--- src/hdl/assert_macros.svh ---
// Assertion macros shared by the splitter RTL files.
// No dependencies; files that check themselves include this header.
`ifndef ASSERT_MACROS_SVH
`define ASSERT_MACROS_SVH

// Clocked check, held off while reset is asserted.
`define DTS_ASSERT(lbl, prop, msg) \
  lbl: assert property (@(posedge clk_i) disable iff (!rst_ni) prop) \
    else $error(msg);

// Clocked check that holds through reset as well.
`define DTS_ASSERT_ALWAYS(lbl, prop, msg) \
  lbl: assert property (@(posedge clk_i) prop) else $error(msg);

`endif

--- src/hdl/dts_pkg.sv ---
// Shared types and constants of the delimiter token splitter.
// No dependencies; dts_front, dts_back and the top level import it.
`default_nettype none

package dts_pkg;

  localparam int DTS_MAX_DELIM_BYTES = 8;
  localparam int DTS_OFFSET_BITS     = 16;

  localparam int DTS_BYTE_W   = 8;
  localparam int DTS_DELIM_W  = 64;
  localparam int DTS_LEN_W    = 4;
  localparam int DTS_LIMIT_W  = 16;
  localparam int DTS_FIELD_W  = 16;
  localparam int DTS_CFG_IDX_W = 2;

  typedef enum logic [DTS_CFG_IDX_W-1:0] {
    CFG_DELIM_BYTES = 2'd0,
    CFG_DELIM_LEN   = 2'd1,
    CFG_TOKEN_LIMIT = 2'd2
  } cfg_idx_e;

  typedef struct packed {
    logic present;
    logic last;
    logic ovf;
  } dts_flags_t;

  // Queue record: start (offset_bits+1), length (offset_bits+2), flags.
  function automatic int dts_rec_w(input int offset_bits);
    return 2 * offset_bits + 3 + $bits(dts_flags_t);
  endfunction

endpackage

`default_nettype wire

--- src/hdl/dts_front.sv ---
// Front end: config registers, byte window, delimiter compare, token state.
// Depends on dts_pkg; pushes one record per reported token into the queue.
`default_nettype none
`include "assert_macros.svh"

module dts_front import dts_pkg::*; #(
  parameter int MAX_DELIM_BYTES = DTS_MAX_DELIM_BYTES,
  parameter int OFFSET_BITS     = DTS_OFFSET_BITS,
  parameter int REC_W           = dts_rec_w(OFFSET_BITS)
) (
  input  wire logic                     clk_i,
  input  wire logic                     rst_ni,
  input  wire logic                     cfg_we_i,
  input  wire logic [DTS_CFG_IDX_W-1:0] cfg_idx_i,
  input  wire logic [DTS_DELIM_W-1:0]   cfg_wdata_i,
  input  wire logic                     in_valid_i,
  output logic                          in_ready_o,
  input  wire logic [DTS_BYTE_W-1:0]    source_byte_i,
  input  wire logic                     source_end_i,
  output logic                          push_valid_o,
  input  wire logic                     push_ready_i,
  output logic [REC_W-1:0]              push_data_o
);

  localparam int PW = OFFSET_BITS + 1;
  localparam int LW = OFFSET_BITS + 2;

  typedef struct packed {
    logic [PW-1:0] start;
    logic [LW-1:0] len;
    dts_flags_t    flags;
  } rec_t;

  logic [DTS_DELIM_W-1:0] delim_q;
  logic [DTS_LEN_W-1:0]   dlen_q;
  logic [DTS_LIMIT_W-1:0] limit_q;

  logic [DTS_BYTE_W-1:0]  win_q [MAX_DELIM_BYTES];
  logic [DTS_BYTE_W-1:0]  win_d [MAX_DELIM_BYTES];
  logic [PW-1:0]          pos_q, pos_d;
  logic [PW-1:0]          cts_q;
  logic [DTS_LIMIT_W-1:0] tok_q;
  logic                   ovf_q, ovf_d;
  logic [DTS_LEN_W-1:0]   fresh_q, fresh_d;

  logic [MAX_DELIM_BYTES-1:0] tap_ok;
  logic                       acc, enabled, limited, match, nonempty;
  logic [LW-1:0]              pos_p1, len_ext, cts_ext, mstart, tl_m, tl_e;
  rec_t                       rec;
  logic                       rec_valid;

  assign in_ready_o = push_ready_i;
  assign acc        = in_valid_i && in_ready_o;

  // Configuration writes
  always_ff @(posedge clk_i or negedge rst_ni) begin
    if (!rst_ni) begin
      delim_q <= '0;
      dlen_q  <= DTS_LEN_W'(1);
      limit_q <= '0;
    end else if (cfg_we_i) begin
      case (cfg_idx_e'(cfg_idx_i))
        CFG_DELIM_BYTES: delim_q <= cfg_wdata_i;
        CFG_DELIM_LEN:   dlen_q  <= cfg_wdata_i[DTS_LEN_W-1:0];
        CFG_TOKEN_LIMIT: limit_q <= cfg_wdata_i[DTS_LIMIT_W-1:0];
        default: ;
      endcase
    end
  end

  // Window after shifting in the new byte; tap 0 is the newest.
  always_comb begin
    win_d[0] = source_byte_i;
    for (int j = 1; j < MAX_DELIM_BYTES; j++) begin
      win_d[j] = win_q[j-1];
    end
  end

  // Tap j holds delimiter byte dlen-1-j when j is inside the delimiter.
  always_comb begin
    for (int j = 0; j < MAX_DELIM_BYTES; j++) begin
      logic [2:0] k;
      k = 3'(dlen_q - DTS_LEN_W'(j) - DTS_LEN_W'(1));
      tap_ok[j] = (DTS_LEN_W'(j) >= dlen_q) ||
                  (win_d[j] == delim_q[{k, 3'b000} +: DTS_BYTE_W]);
    end
  end

  always_comb begin
    fresh_d  = (fresh_q <= DTS_LEN_W'(MAX_DELIM_BYTES)) ? fresh_q + DTS_LEN_W'(1) : fresh_q;
    ovf_d    = ovf_q | pos_q[OFFSET_BITS];
    enabled  = (dlen_q != '0) && (dlen_q <= DTS_LEN_W'(MAX_DELIM_BYTES));
    limited  = (limit_q != '0) &&
               (({1'b0, tok_q} + (DTS_LIMIT_W+1)'(1)) >= {1'b0, limit_q});
    match    = enabled && !limited && (fresh_d >= dlen_q) && (&tap_ok);
    nonempty = fresh_d > dlen_q;

    pos_p1  = {1'b0, pos_q} + LW'(1);
    len_ext = LW'(dlen_q);
    cts_ext = {1'b0, cts_q};
    mstart  = (pos_p1 >= len_ext) ? pos_p1 - len_ext : '0;
    tl_m    = (mstart >= cts_ext) ? mstart - cts_ext : '0;
    tl_e    = (pos_q >= cts_q) ? pos_p1 - cts_ext : '0;
    // Hold the position once it passes the offset range.
    pos_d   = pos_q[OFFSET_BITS] ? pos_q : pos_p1[PW-1:0];

    rec.start         = cts_q;
    rec.len           = tl_m;
    rec.flags.present = 1'b1;
    rec.flags.last    = source_end_i;
    rec.flags.ovf     = ovf_d;
    rec_valid         = match && nonempty;
    if (source_end_i) begin
      rec_valid = 1'b1;
      if (match) begin
        if (!nonempty) begin
          rec.start         = '0;
          rec.len           = '0;
          rec.flags.present = 1'b0;
        end
      end else begin
        rec.len = tl_e;
      end
    end
  end

  assign push_valid_o = acc && rec_valid;
  assign push_data_o  = rec;

  always_ff @(posedge clk_i) begin
    if (acc) begin
      for (int j = 0; j < MAX_DELIM_BYTES; j++) begin
        win_q[j] <= win_d[j];
      end
    end
  end

  always_ff @(posedge clk_i or negedge rst_ni) begin
    if (!rst_ni) begin
      pos_q   <= '0;
      cts_q   <= '0;
      tok_q   <= '0;
      ovf_q   <= 1'b0;
      fresh_q <= '0;
    end else if (acc) begin
      if (source_end_i) begin
        pos_q   <= '0;
        cts_q   <= '0;
        tok_q   <= '0;
        ovf_q   <= 1'b0;
        fresh_q <= '0;
      end else begin
        pos_q <= pos_d;
        ovf_q <= ovf_d;
        if (match) begin
          if (nonempty && (tok_q != '1)) begin
            tok_q <= tok_q + DTS_LIMIT_W'(1);
          end
          cts_q   <= pos_d;
          fresh_q <= '0;
        end else begin
          fresh_q <= fresh_d;
        end
      end
    end
  end

  `DTS_ASSERT(a_end_clears, (acc && source_end_i) |=> (pos_q == '0 && fresh_q == '0 && tok_q == '0), "stream state not cleared after final byte")
  `DTS_ASSERT(a_pos_step, (acc && !source_end_i && !pos_q[OFFSET_BITS]) |=> (pos_q == $past(pos_q) + PW'(1)), "byte position did not advance")
  `DTS_ASSERT(a_fresh_bound, fresh_q <= DTS_LEN_W'(MAX_DELIM_BYTES + 1), "fresh byte count out of range")

endmodule

`default_nettype wire

--- src/hdl/dts_queue.sv ---
// Two-entry queue between the splitter front end and the output stage.
// Depends on assert_macros.svh; record width comes from the parent.
`default_nettype none
`include "assert_macros.svh"

module dts_queue #(
  parameter int W = 8
) (
  input  wire logic         clk_i,
  input  wire logic         rst_ni,
  input  wire logic         push_valid_i,
  output logic              push_ready_o,
  input  wire logic [W-1:0] push_data_i,
  output logic              pop_valid_o,
  input  wire logic         pop_ready_i,
  output logic [W-1:0]      pop_data_o
);

  logic [W-1:0] mem_q [2];
  logic         wr_q, rd_q;
  logic [1:0]   cnt_q;
  logic         push, pop;

  assign push_ready_o = (cnt_q != 2'd2);
  assign pop_valid_o  = (cnt_q != 2'd0);
  assign pop_data_o   = mem_q[rd_q];
  assign push         = push_valid_i && push_ready_o;
  assign pop          = pop_valid_o && pop_ready_i;

  always_ff @(posedge clk_i) begin
    if (push) begin
      mem_q[wr_q] <= push_data_i;
    end
  end

  always_ff @(posedge clk_i or negedge rst_ni) begin
    if (!rst_ni) begin
      wr_q  <= 1'b0;
      rd_q  <= 1'b0;
      cnt_q <= 2'd0;
    end else begin
      if (push) wr_q <= ~wr_q;
      if (pop)  rd_q <= ~rd_q;
      if (push && !pop) begin
        cnt_q <= cnt_q + 2'd1;
      end else if (pop && !push) begin
        cnt_q <= cnt_q - 2'd1;
      end
    end
  end

  `DTS_ASSERT(a_no_push_full, push_valid_i |-> (cnt_q != 2'd2), "request pushed into full queue")
  `DTS_ASSERT(a_fill_count, (push && !pop) |=> (cnt_q == $past(cnt_q) + 2'd1), "queue count did not grow")

endmodule

`default_nettype wire

--- src/hdl/dts_back.sv ---
// Output stage: saturates queued offsets and lengths into result fields.
// Depends on dts_pkg; holds one result until the receiver takes it.
`default_nettype none

module dts_back import dts_pkg::*; #(
  parameter int OFFSET_BITS = DTS_OFFSET_BITS,
  parameter int REC_W       = dts_rec_w(OFFSET_BITS)
) (
  input  wire logic                   clk_i,
  input  wire logic                   rst_ni,
  input  wire logic                   pop_valid_i,
  output logic                        pop_ready_o,
  input  wire logic [REC_W-1:0]       pop_data_i,
  output logic                        out_valid_o,
  input  wire logic                   out_ready_i,
  output logic [DTS_FIELD_W-1:0]      token_start_o,
  output logic [DTS_FIELD_W-1:0]      token_length_o,
  output logic                        token_present_o,
  output logic                        end_of_source_o,
  output logic                        position_overflow_o
);

  localparam int PW = OFFSET_BITS + 1;
  localparam int LW = OFFSET_BITS + 2;

  typedef struct packed {
    logic [PW-1:0] start;
    logic [LW-1:0] len;
    dts_flags_t    flags;
  } rec_t;

  rec_t                   rec;
  logic [OFFSET_BITS-1:0] start_sat, len_sat;
  logic                   valid_q;
  logic [DTS_FIELD_W-1:0] start_q, len_q;
  dts_flags_t             flags_q;
  logic                   pop;

  assign rec         = rec_t'(pop_data_i);
  assign pop_ready_o = !valid_q || out_ready_i;
  assign pop         = pop_valid_i && pop_ready_o;

  // Clamp to the top offset before narrowing to the result width.
  assign start_sat = rec.start[OFFSET_BITS] ? '1 : rec.start[OFFSET_BITS-1:0];
  assign len_sat   = (|rec.len[LW-1:OFFSET_BITS]) ? '1 : rec.len[OFFSET_BITS-1:0];

  always_ff @(posedge clk_i or negedge rst_ni) begin
    if (!rst_ni) begin
      valid_q <= 1'b0;
    end else if (pop_ready_o) begin
      valid_q <= pop_valid_i;
    end
  end

  always_ff @(posedge clk_i) begin
    if (pop) begin
      start_q <= DTS_FIELD_W'(start_sat);
      len_q   <= DTS_FIELD_W'(len_sat);
      flags_q <= rec.flags;
    end
  end

  assign out_valid_o         = valid_q;
  assign token_start_o       = start_q;
  assign token_length_o      = len_q;
  assign token_present_o     = flags_q.present;
  assign end_of_source_o     = flags_q.last;
  assign position_overflow_o = flags_q.ovf;

endmodule

`default_nettype wire

--- src/hdl/delimiter_token_splitter_top.sv ---
// Delimiter token splitter, top level.
// Byte input channel, token result channel, and a plain config write port.
// Source bytes arrive one per request on source_byte_i, with source_end_i
// high on the final byte. Each request is accepted when in_valid_i and
// in_ready_o are both high; one byte can be accepted every cycle while the queue has room.
// A token ending at a delimiter produces one result request on the output
// channel (out_valid_o/out_ready_i) with its start offset and length; the
// final byte always produces one result with end_of_source_o high, and
// token_present_o low when no token is left. Other bytes produce nothing.
// The compare logic writes the queue when it accepts the byte; the output
// register then loads the result from the queue once it is free to take it.
// Throughput is one byte per cycle while the receiver keeps up.
// When the receiver stalls, results collect in the queue and the output
// register; in_ready_o drops once the queue holds two results.
// Reset clears the stream state and loads the register defaults: delimiter
// bytes 0, delimiter length 1, token limit 0 (unlimited). Registers are
// written by cfg_we_i with cfg_idx_i 0, 1, 2; the user must write them only while the block is idle (unenforced).
`default_nettype none

module delimiter_token_splitter_top import dts_pkg::*; #(
  parameter int MAX_DELIM_BYTES = DTS_MAX_DELIM_BYTES,
  parameter int OFFSET_BITS     = DTS_OFFSET_BITS
) (
  input  wire logic                     clk_i,
  input  wire logic                     rst_ni,
  input  wire logic                     cfg_we_i,
  input  wire logic [DTS_CFG_IDX_W-1:0] cfg_idx_i,
  input  wire logic [DTS_DELIM_W-1:0]   cfg_wdata_i,
  input  wire logic                     in_valid_i,
  output logic                          in_ready_o,
  input  wire logic [DTS_BYTE_W-1:0]    source_byte_i,
  input  wire logic                     source_end_i,
  output logic                          out_valid_o,
  input  wire logic                     out_ready_i,
  output logic [DTS_FIELD_W-1:0]        token_start_o,
  output logic [DTS_FIELD_W-1:0]        token_length_o,
  output logic                          token_present_o,
  output logic                          end_of_source_o,
  output logic                          position_overflow_o
);

  localparam int REC_W = dts_rec_w(OFFSET_BITS);

  logic             push_valid, push_ready;
  logic [REC_W-1:0] push_data;
  logic             pop_valid, pop_ready;
  logic [REC_W-1:0] pop_data;

  dts_front #(
    .MAX_DELIM_BYTES (MAX_DELIM_BYTES),
    .OFFSET_BITS     (OFFSET_BITS),
    .REC_W           (REC_W)
  ) u_front (
    .clk_i         (clk_i),
    .rst_ni        (rst_ni),
    .cfg_we_i      (cfg_we_i),
    .cfg_idx_i     (cfg_idx_i),
    .cfg_wdata_i   (cfg_wdata_i),
    .in_valid_i    (in_valid_i),
    .in_ready_o    (in_ready_o),
    .source_byte_i (source_byte_i),
    .source_end_i  (source_end_i),
    .push_valid_o  (push_valid),
    .push_ready_i  (push_ready),
    .push_data_o   (push_data)
  );

  dts_queue #(
    .W (REC_W)
  ) u_queue (
    .clk_i        (clk_i),
    .rst_ni       (rst_ni),
    .push_valid_i (push_valid),
    .push_ready_o (push_ready),
    .push_data_i  (push_data),
    .pop_valid_o  (pop_valid),
    .pop_ready_i  (pop_ready),
    .pop_data_o   (pop_data)
  );

  dts_back #(
    .OFFSET_BITS (OFFSET_BITS),
    .REC_W       (REC_W)
  ) u_back (
    .clk_i               (clk_i),
    .rst_ni              (rst_ni),
    .pop_valid_i         (pop_valid),
    .pop_ready_o         (pop_ready),
    .pop_data_i          (pop_data),
    .out_valid_o         (out_valid_o),
    .out_ready_i         (out_ready_i),
    .token_start_o       (token_start_o),
    .token_length_o      (token_length_o),
    .token_present_o     (token_present_o),
    .end_of_source_o     (end_of_source_o),
    .position_overflow_o (position_overflow_o)
  );

endmodule

`default_nettype wire
--- config.mk ---
export PLATFORM = sky130hd
export DESIGN_NAME = delimiter_token_splitter_top
export DESIGN_NICKNAME = d
export VERILOG_FILES = /design/src/hdl/dts_pkg.sv /design/src/hdl/dts_front.sv /design/src/hdl/dts_queue.sv /design/src/hdl/dts_back.sv /design/src/hdl/delimiter_token_splitter_top.sv
export VERILOG_INCLUDE_DIRS = /design/src /design/src/hdl
export SDC_FILE = /design/constraint.sdc
export NUM_CORES = 1
export LEC_CHECK = 0
export ABC_CLOCK_PERIOD_IN_PS = 6200
export BUFFER_PORTS_ARGS = -buffer_cell sky130_fd_sc_hd__buf_2
export CAP_MARGIN = 0
export CORE_MARGIN = 1
export CORE_UTILIZATION = 58
export CTS_BUF_LIST = sky130_fd_sc_hd__clkbuf_4
export DETAILED_ROUTE_END_ITERATION = 10
export GPL_TIMING_DRIVEN = 0
export PLACE_DENSITY = 0.8
export RECOVER_POWER = 50
export SKIP_LAST_GASP = 1
export SYNTH_ARGS = -nofsm -noshare
export SYNTH_HDL_FRONTEND = slang
export SYNTH_HIERARCHICAL = 1
export SYNTH_SLANG_ARGS = --single-unit
--- constraint.sdc ---
create_clock -name clk_i -period 6.2 [get_ports clk_i]
set_input_delay 0.31 -clock clk_i [delete_from_list [all_inputs] [get_ports clk_i]]
set_output_delay 0.31 -clock clk_i [all_outputs]
set_load 0.005 [all_outputs]
==> reports/metrics.yaml <==
logic_synthesis:
  ys_seq_area_share_pct: 43.6
  postSynthAreaPerCell_sq_um: 11.7
  ys_ff_latch: 311
  synthXorXnorAreaFrac_pct: 8.03
  synth.distinct_cells: 86
  synth_area_sq_mm: 0.0198
  synth_top_family_by_area: "multiplexers"
  synth_ff_type: "edfxtp_1"
  synth_edf_count: 167
  syn_inst: 1686
  yosys.area_share.simple_pct: 11.0
  synth_nets: 1856
  synth_fa_ha_area_share_pct: 5.82
  synth_compound_area_share_pct: 9.90
  synthMuxAreaShare_pct: 17.8
  ys_async_sr_fraction_pct: 46.3
  ys.warnings.count: 6
timing:
  finalSetupTns_ns: 0
  layout_setup_ws_ns: 0.109
  hold_viol: 0
  period_needed_ns: 6.09
  max_slew_margin_pct: -71.5
  skew_ns: 0.0727
  fmaxAchievable_mhz: 164
  post-route-period-util_pct: 98.2
  maxSlewViolCount: 147
  final-setup-viol-count: 0
  max_slew.worst_pin.slew_ns: 2.57
power_and_ir_drop:
  pwr-share-comb_pct: 53.0
  sw_frac_of_total_pct: 41.6
  total_power_mw: 10.7
  p_seq_share_pct: 30.4
  switching_power_mw: 4.46
  leakage_nw: 9.37
  power.density_mw_per_mm2: 462
  p_int_mw: 6.27
  clock_power_share_pct: 16.6
  peakVddDrop_v: 0.000259
route:
  route.vias.total: 15600
  dr.pass1.iters: 5
  vias_per_cell: 6.26
  antenna_left: 0
  finalWirelength_mm: 57.0
  post-route-drc-count: 0
  drtIter0Drc: 1709
  wl_per_cell_um: 22.8
placed_design:
  dpl.hpwl_mm: 39.9
  post-place-ws_ns: -1.68
  gp_congestion: 1.00
  portBuffers: 115
  placed_cells: 2251
floorplan:
  top_level_ports: 117
  die_area_sq_mm: 0.0348
  initial_utilization_pct: 58.9
  coreArea_sq_mm: 0.0335
  die_y_um: 187
  rows: 67
  die_w_um: 187
status:
  violations: "capacitance limit, slew limit"
  status: "complete, but fails checks"
worst_setup_path:
  critical_path_buf_inv_count: 3
  cp.required_ns: 6.69
  crit_chain: "ha_4, xor2_4, ha_4, nor2b_1, o21ai_1, nor3b_4, o2111ai_4, or3_4, nor4_4, buf_4, clkbuf_4, nor2_1, fa_1, a21oi_1, nor2b_1, o31a_1, o41ai_4, a21oi_1, nor3b_2, o211ai_1, and2_4, a31oi_4, clkbuf_16, o22ai_2"
  start_kind: "flop"
  critical_path.top_delay_family: "compound AO/OA/AOI/OAI gates"
  cp_slowest_stage_delay_ns: 0.47
  cp.arrival_ns: 6.58
  cp_slowest_cell: "dfrtp_2"
  path_max_fanout: 10
  critPathKind: "reg -> reg"
  end_kind: "flop"
finish:
  final_nets: 2155
  nFillCells: 2383
  layout_commonest_cell: "edfxtp_1"
  regArea_sq_mm: 0.00862
  drive_gt1_share_pct: 28.2
  layout_common_cells: "edfxtp_1 (167), dfrtp_1 (141), mux2_2 (125)"
  area_delta_synth_final_pct: 17.5
  multi_input_area_sq_mm: 0.0107
  instances_no_fill: 2498
cts:
  ctsLongestPathBuffers: 3
  htreeDepth: 3
  clk-insertion-delay-late_ns: 0.79
  clockRootBuffer: "clkbuf_4"
  cts.sinks: 311
  cts_buffers: 81
  cts_tree: "done"
  path_clk_slew_ns: 0.07
grt:
  grt_pass1_wl_mm: 86.8
  antenna_found_initial: 3
  grt_use_total_pct: 32.7
  grt_pass1_vias: 15400
  overflow: 0
  grt_start_max_net_pins: 99
min_path:
  hold_path_class: "in -> reg"
job:
  cap_viol_max_count: 2
## timing repair
action,in CTS,in global routing
endpoints found under the setup margin,135,137
hold buffers,75,0
resized for setup,29,37
setup buffers,10,13
cloned,1,1
pin swaps,9,9
hold endpoints to repair,239,0
## cell families after synthesis
logic type / count (synthesis)
AND/OR/NAND/NOR: 412
flip-flops: 311
AO/OA/AOI/OAI: 286
multiplexers: 246
XOR/XNOR: 181
buffers and inverters: 160
adder cells (fa/ha/maj): 90
## Yosys cell counts (16+ instances only)
| master | n | area share (%) |
|---|---|---|
| a21oi_1 | 75 | 1.9 |
| nor2b_1 | 16 | 0.51 |
| nor4_1 | 16 | 0.51 |
| clkbuf_1 | 45 | 0.86 |
| o311ai_0 | 16 | 0.71 |
| or3_1 | 23 | 0.73 |
| nor2_1 | 69 | 1.3 |
| o22ai_1 | 19 | 0.60 |
| nand2_1 | 99 | 1.9 |
| buf_2 | 17 | 0.43 |
| edfxtp_1 | 167 | 25 |
| ha_1 | 87 | 5.5 |
| dfrtp_1 | 143 | 18 |
| or2_2 | 22 | 0.70 |
| inv_1 | 73 | 1.4 |
| a21o_1 | 19 | 0.72 |
| nand3_1 | 48 | 1.2 |
| xnor2_1 | 111 | 4.9 |
| xor2_1 | 70 | 3.1 |
| mux2_2 | 128 | 7.3 |
| mux2i_1 | 40 | 2.0 |
| nand4_1 | 29 | 0.92 |
| nand2b_1 | 16 | 0.51 |
| mux4_2 | 68 | 7.8 |
| o21ai_0 | 50 | 1.3 |
| nor3_1 | 28 | 0.71 |
## sequential cells by signal, summed over array words and instances (netlist names), 4 cells and up
name / count
u_back/token_start_o: 16
u_front/fresh_q: 4
u_front/dlen_q: 4
u_queue/mem_q: 76
u_front/win_q: 56
u_front/pos_q: 17
u_front/limit_q: 16
u_front/tok_q: 16
u_front/delim_q: 64
u_front/cts_q: 17
u_back/token_length_o: 16
## layout make-up
cell class,instances,area share [%]
antenna,3,0.0324
buffer,84,2.13
clock buffer,115,3.72
clock inverter,30,0.701
inverter,75,1.23
multi-input combinational,1216,45.9
sequential,311,37.2
tap,448,2.42
timing repair buffer,216,6.68
## metal layers
metal,vias to the layer above,wire [um],global-route usage (%)
met3,94,6830,10.3
met2,902,25800,49.3
met1,7670,23100,45.2
met5,-,0,0
li1,6983,-,-
met4,0,1270,10.4
## power by group through the flow
stage,combinational [mW],sequential (mW),clock (mW)
final,5.69,3.26,1.78
after global routing,6.08,3.30,1.93
after CTS,5.39,3.24,1.81
after detailed placement,5.15,3.27,0
after global placement,5.02,3.25,0
after floorplan,3.89,3.14,0
## path summary, 6_finish.rpt
kind / start / endpoint / slack, ns / cells after the start
min: cfg_we_i / u_front/dlen_q[0] / 0.14 / 3
max reg2reg: u_front/pos_q[1] / u_queue/mem_q[0][17] / 0.11 / 24
min reg2reg: u_front/win_q[2][4] / u_front/win_q[3][4] / 0.47 / 0
max in group asynchronous: rst_ni / u_front/pos_q[0] / 1.66 / 3
max: u_front/pos_q[1] / u_queue/mem_q[0][17] / 0.11 / 24
min in group asynchronous: rst_ni / u_queue/wr_q / 0.89 / 2
## through the flow
step                utilization, %  cell area, sq um  hold slack, ns
floorplan                        -             19800          0.0144
detailed placement            62.5             21000           0.283
finish                        69.2             23200           0.139
CTS                           68.5             23000          0.0168
global placement              62.3             20900           0.449
global route                  69.2             23200          0.0850
## worst min-delay path, cell delays in order
cell and delay [ns]:
clkbuf_1 0.10, nand3b_1 0.25, mux2_2 0.21
(Power assumes the default switching activity.)
